===== src/hw/rtl/space_saving_flow_counter_defines.svh =====
// assertion macros used by the rtl
`ifndef SPACE_SAVING_FLOW_COUNTER_DEFINES_SVH
`define SPACE_SAVING_FLOW_COUNTER_DEFINES_SVH

`ifndef SYNTHESIS
`define SSFC_ASSERT(name, clk, rst, prop) \
  name: assert property (@(posedge clk) disable iff (rst) prop) else $error("%m check failed");
`define SSFC_ASSERT_ALWAYS(name, clk, prop) \
  name: assert property (@(posedge clk) prop) else $error("%m check failed");
`else
`define SSFC_ASSERT(name, clk, rst, prop)
`define SSFC_ASSERT_ALWAYS(name, clk, prop)
`endif

`endif


===== src/hw/rtl/ssfc_pkg.sv =====
package ssfc_pkg;

  localparam int KEY_W = 104;
  localparam int CNT_W = 16;
  // wide enough for the largest table size supported
  localparam int IDX_MAX_W = 6;
  localparam logic [CNT_W-1:0] COUNT_MAX = 16'hFFFF;

  typedef logic [KEY_W-1:0] key_t;
  typedef logic [CNT_W-1:0] count_t;
  typedef logic [IDX_MAX_W-1:0] slot_id_t;

  // search token walking the cell chain
  typedef struct packed {
    logic     valid;
    key_t     key;
    logic     hit;
    slot_id_t hit_idx;
    count_t   hit_count;
    count_t   hit_over;
    count_t   low_count;
    slot_id_t min_idx;
  } tok_t;

  // broadcast slot update
  typedef struct packed {
    logic     en;
    slot_id_t idx;
    key_t     key;
    count_t   count;
    count_t   over;
  } wr_t;

  function automatic count_t sat_inc(count_t c);
    count_t r;
    r = (c == COUNT_MAX) ? c : c + count_t'(1);
    return r;
  endfunction

endpackage


===== src/hw/rtl/ssfc_cell.sv =====
module ssfc_cell #(
  parameter int CELL_ID = 0
) (
  input  logic          clk,
  input  logic          rst,
  input  ssfc_pkg::tok_t tok_in,
  output ssfc_pkg::tok_t tok_out,
  input  ssfc_pkg::wr_t  wr
);
  import ssfc_pkg::*;

  localparam slot_id_t ID = slot_id_t'(CELL_ID);

  key_t   key;
  count_t count;
  count_t over;
  tok_t   tok;
  tok_t   tok_next;

  logic match;
  logic take_hit;
  logic take_min;

  always_comb begin
    match    = tok_in.valid && (key == tok_in.key);
    take_hit = match && !tok_in.hit;
    // the first cell always seeds the running minimum
    take_min = (CELL_ID == 0) || (count < tok_in.low_count);
    tok_next = tok_in;
    tok_next.hit = tok_in.hit | match;
    if (take_hit) begin
      tok_next.hit_idx   = ID;
      tok_next.hit_count = count;
      tok_next.hit_over  = over;
    end
    if (take_min) begin
      tok_next.low_count = count;
      tok_next.min_idx   = ID;
    end
  end

  always_ff @(posedge clk) begin
    if (rst) begin
      tok <= '0;
    end else begin
      tok <= tok_next;
    end
  end

  always_ff @(posedge clk) begin
    if (rst) begin
      key   <= '0;
      count <= '0;
      over  <= '0;
    end else if (wr.en && wr.idx == ID) begin
      key   <= wr.key;
      count <= wr.count;
      over  <= wr.over;
    end
  end

  assign tok_out = tok;

endmodule


===== src/hw/rtl/space_saving_flow_counter.sv =====
// Space-saving heavy-hitter table with NUM_SLOTS slots, one slot per cell in a chain. A packet
// beat is taken only when the block is idle; its search token then walks the chain one cell per
// cycle, picking up the first matching slot and the smallest count (lowest slot on ties). Once it
// leaves the last cell it is captured in the hold register; the chosen slot is then written and the
// result loaded into the output register in the same cycle, once that register is free. A packet
// occupies the block until that write, and the next packet beat can be taken right after the write
// even while the result still waits. Counts saturate at 65535; slot_index carries the low three
// bits of the slot number.
`include "space_saving_flow_counter_defines.svh"

module space_saving_flow_counter #(
  parameter int NUM_SLOTS = 8
) (
  input  logic        clk,
  input  logic        rst,
  input  logic        in_valid,
  output logic        in_stall,
  input  logic [31:0] source_address,
  input  logic [31:0] dest_address,
  input  logic [15:0] source_port,
  input  logic [15:0] dest_port,
  input  logic [7:0]  protocol,
  output logic        out_valid,
  input  logic        out_stall,
  output logic [2:0]  slot_index,
  output logic        was_hit,
  output logic [15:0] new_count,
  output logic [15:0] overestimate
);
  import ssfc_pkg::*;

  typedef enum logic [2:0] {
    ST_IDLE  = 3'b001,
    ST_SCAN  = 3'b010,
    ST_WRITE = 3'b100
  } state_t;

  state_t state;
  state_t state_next;

  tok_t head;
  tok_t chain [NUM_SLOTS+1];
  tok_t hold;
  wr_t  wr;
  logic [NUM_SLOTS-1:0] tok_valid;

  logic accept;

  assign in_stall = (state != ST_IDLE);
  assign accept   = in_valid && !in_stall;

  always_comb begin
    head           = '0;
    head.valid     = accept;
    head.key       = {source_address, dest_address, source_port, dest_port, protocol};
    head.low_count = COUNT_MAX;
  end

  assign chain[0] = head;

  for (genvar i = 0; i < NUM_SLOTS; i++) begin : g_cell
    ssfc_cell #(
      .CELL_ID(i)
    ) u_cell (
      .clk    (clk),
      .rst    (rst),
      .tok_in (chain[i]),
      .tok_out(chain[i+1]),
      .wr     (wr)
    );
    assign tok_valid[i] = chain[i+1].valid;
  end

  always_comb begin
    wr.en    = (state == ST_WRITE) && (!out_valid || !out_stall);
    wr.key   = hold.key;
    wr.idx   = hold.hit ? hold.hit_idx : hold.min_idx;
    wr.count = hold.hit ? sat_inc(hold.hit_count) : sat_inc(hold.low_count);
    wr.over  = hold.hit ? hold.hit_over : hold.low_count;
  end

  always_comb begin
    state_next = state;
    unique case (state)
      ST_IDLE: begin
        if (accept) state_next = ST_SCAN;
      end
      ST_SCAN: begin
        if (chain[NUM_SLOTS].valid) state_next = ST_WRITE;
      end
      ST_WRITE: begin
        if (wr.en) state_next = ST_IDLE;
      end
      default: state_next = ST_IDLE;
    endcase
  end

  always_ff @(posedge clk) begin
    if (rst) begin
      state <= ST_IDLE;
    end else begin
      state <= state_next;
    end
  end

  always_ff @(posedge clk) begin
    if (state == ST_SCAN && chain[NUM_SLOTS].valid) begin
      hold <= chain[NUM_SLOTS];
    end
  end

  always_ff @(posedge clk) begin
    if (rst) begin
      out_valid <= 1'b0;
    end else if (wr.en) begin
      out_valid <= 1'b1;
    end else if (!out_stall) begin
      out_valid <= 1'b0;
    end
  end

  always_ff @(posedge clk) begin
    if (wr.en) begin
      slot_index   <= wr.idx[2:0];
      was_hit      <= hold.hit;
      new_count    <= wr.count;
      overestimate <= wr.over;
    end
  end

  // only one search token in flight at a time
  `SSFC_ASSERT(a_one_token, clk, rst, $onehot0(tok_valid))
  // the token leaves the chain only while scanning
  `SSFC_ASSERT(a_tail_in_scan, clk, rst, chain[NUM_SLOTS].valid |-> state == ST_SCAN)
  // a slot update always produces a result beat
  `SSFC_ASSERT(a_write_result, clk, rst, wr.en |=> out_valid)
  // every update leaves the slot with a nonzero count
  `SSFC_ASSERT(a_count_nonzero, clk, rst, out_valid |-> new_count != 16'h0000)

endmodule


===== config.mk =====
export PLATFORM = sky130hd
export DESIGN_NAME = space_saving_flow_counter
export DESIGN_NICKNAME = d
export VERILOG_FILES = /design/src/hw/rtl/ssfc_pkg.sv /design/src/hw/rtl/ssfc_cell.sv /design/src/hw/rtl/space_saving_flow_counter.sv
export VERILOG_INCLUDE_DIRS = /design/src /design/src/hw/rtl
export SDC_FILE = /design/constraint.sdc
export NUM_CORES = 2
export LEC_CHECK = 0
export ABC_AREA = 1
export ABC_CLOCK_PERIOD_IN_PS = 7040
export BUFFER_PORTS_ARGS = -buffer_cell sky130_fd_sc_hd__buf_2
export CORE_MARGIN = 10
export CORE_UTILIZATION = 30
export CTS_BUF_LIST = sky130_fd_sc_hd__clkbuf_2
export CTS_CLUSTER_DIAMETER = 120
export DETAILED_ROUTE_END_ITERATION = 8
export SKIP_CTS_REPAIR_TIMING = 1
export SYNTH_ARGS = -nofsm -noshare
export SYNTH_HDL_FRONTEND = slang
export SYNTH_SLANG_ARGS = --single-unit

===== constraint.sdc =====
create_clock -name clk -period 7.04 [get_ports clk]
set_input_delay 0.704 -clock clk [delete_from_list [all_inputs] [get_ports clk]]
set_output_delay 0.704 -clock clk [all_outputs]
set_load 0.1 [all_outputs]

==> flow_metrics.tcl <==
set metrics [dict create \
    hold_violations 0 \
    layout.nets 13500 \
    die_y_um 592 \
    synth-seq-cells 2553 \
    gr-usage-all-layers_pct 19.1 \
    die-area_um2 350000 \
    place_congestion 0.983 \
    critPathRequiredTime_ns 8.66 \
    irDropWorstVdd_mv 0.127 \
    ctsLongestPathBuffers 4 \
    maxSlewViolCount 0 \
    status "finished, final reports clean" \
    grt_overflow_total 0 \
    drtAntennaViolNets 0 \
    power_mw 26.0 \
    final_core_util_pct 34.1 \
    yosysSeqAreaShare_pct 54.1 \
    hp-class "in2reg" \
    ys_types 46 \
    grt_start_max_net_pins 207 \
    io-pin-count 146 \
    worst_hold_slack_ns 0.0245 \
    critPathCaptureType "flop" \
    clkLatencyLatePin_ns 1.89 \
    routed_wl_um 355000 \
    maxCapViolCount 0 \
    ys.flop_type "dfxtp_1" \
    die_w_um 592 \
    area_growth_pct 13.1 \
    synthTopCellsByArea "dfxtp_1 (48%), nor2_1 (9.4%), nand2_1 (7.9%), inv_1 (7.2%), o21ai_0 (6.2%)" \
    avgSynthCellArea_um2 7.67 \
    cts-root-buf "clkbuf_2" \
    drive_gt1_share_pct 8.95 \
    routed-via-count 84200 \
    syn_nets 13000 \
    relSlewSlack_pct 12.3 \
    yosysMostFrequentCell "nor2_1" \
    yosys_warnings 0 \
    dp_hpwl_um 248000 \
    first_iter_violations 9480 \
    drtPass1Iterations 8 \
    leakage_nw 46.0 \
    initial_core_util_pct 30.2 \
    cts_buffers 608 \
    cp_data_arrival_time_ns 5.50 \
    antenna_found_initial 44 \
    fin_crit_sh_pct 55.1 \
    setup_viol_count_final 0 \
    post_drt_via_cell_ratio 4.66 \
    cts_max_level 6 \
    yosys.area.top_type "dfxtp_1" \
    netlist.area_leader.share_pct 48.2 \
    criticalPathCategory "reg2reg" \
    worst-path-max-fanout 34 \
    synth_edf_count 195 \
    synth_area_um2 98000 \
    fin_skew_ns 0.183 \
    fmax_ghz 0.258 \
    io_buffers 145 \
    drc 0 \
    syn_inst 12800 \
    worstMarginPinSlew_ns 1.30 \
    tns_ns 0 \
    grt_pass1_vias 74600 \
    period_minus_slack_ns 3.88 \
    clkSinkCount 2553 \
    grt_pass1_wl_um 502000 \
    cp-start-kind "flop" \
    num_rows 209 \
    synth_top_cells_by_count "nor2_1 (2464), dfxtp_1 (2358), nand2_1 (2075)" \
    clkTransAtPathRegs_ns 0.11 \
    rsz0062_at_grt "false" \
    routedWlPerCell_um 19.7 \
    synthArstFlopShare_pct 0 \
    powerDensity_nw_per_um2 234 \
    cts_tree "done" \
    core-area_um2 325000 \
]
==> cell usage in the layout, fill, tap and decap left out, types with 75 or more instances in the layout <==
cell type and n:
a21oi_1 871, o21ai_1 75, buf_2 144, nand2_1 2071, clkbuf_2 887, edfxtp_1 195
dlygate4sd3_1 247, inv_1 1875, dfxtp_1 2358, ha_1 107, o21ai_0 1217, nor2_1 2459
nand3_1 301, xnor2_1 214, nand4_1 195, clkinv_1 114
==> report_power, final <==
group | switching (mW) | internal [mW]
Combinational | 0.727 | 0.340
Clock | 6.16 | 3.98
Sequential | 0.0881 | 14.7
==> per-layer routing <==
layer,GRT usage (%),up-vias,share of wire [%]
li1,-,41000,-
met1,26.2,38800,43
met2,29.1,3661,43
met3,3.68,715,9.1
met4,8.22,18,4.6
met5,0,-,0.032
==> final cells by class <==
class,instances,area (um^2)
Fill cell,34600,214000
Sequential cell,2553,53100
Multi-Input combinational cell,7740,35600
Inverter,1894,7120
Tap cell,4325,5410
Clock buffer,887,4440
Timing Repair Buffer,465,3970
Clock inverter,174,1170
Antenna cell,21,52.6
==> kinds of logic (layout without fill, tap and decap cells) <==
group                      Yosys count  count (layout)  synth area share (%)
AOI/OAI and AO/OA                 2215            2215                  11.4
xor gates and xnor gates           282             282                  2.52
adders and majority gates          107             107                  1.37
buffers and inverters             2491            3420                  9.73
DFF                               2553            2553                  54.1
other                                0              21                     0
and+or+nand+nor                   5136            5136                  20.8
==> worst paths after layout <==
kind	from	end	slack (ns)	cells after the start
worst max register to register	g_cell[5].u_cell.tok_out[150]	g_cell[6].u_cell.tok_out[54]	3.16	12
worst min-delay path	source_address[31]	g_cell[0].u_cell.tok_out[164]	0.02	4
worst max-delay path	g_cell[5].u_cell.tok_out[150]	g_cell[6].u_cell.tok_out[54]	3.16	12
worst min register to register	g_cell[0].u_cell.tok_out[92]	g_cell[1].u_cell.tok_out[92]	0.35	2
==> worst max-delay path, cell delays in order (launching register included) <==
cell	delay [ns]
dfxtp_1	0.37
inv_1	0.06
nand2_1	0.06
nand4_1	0.27
nor2_1	0.20
nand2_1	0.08
nor2_1	0.62
nand3_1	0.24
nor2_4	0.89
buf_4	0.53
nand2_1	0.17
nand2_1	0.09
nor2_1	0.04
==> sequential cells by signal (all words and copies together) (netlist names) <==
name	cells
was_hit	1
slot_index	3
g_cell.u_cell.tok_out	1266
overestimate	16
out_valid	1
g_cell.u_cell.over	128
state	3
g_cell.u_cell.count	128
hold	159
new_count	16
g_cell.u_cell.key	832
==> per-stage QoR <==
step	instances	setup WS [ns]	cell area, um^2
3_3_place_gp	16700	2.96	103000
6_report	18100	3.16	111000
2_1_floorplan	12800	1.96	98000
3_5_place_dp	16700	2.93	103000
5_1_grt	18000	2.87	111000
4_1_cts	17800	3.17	108000
Power figures use the tool's default switching activity.
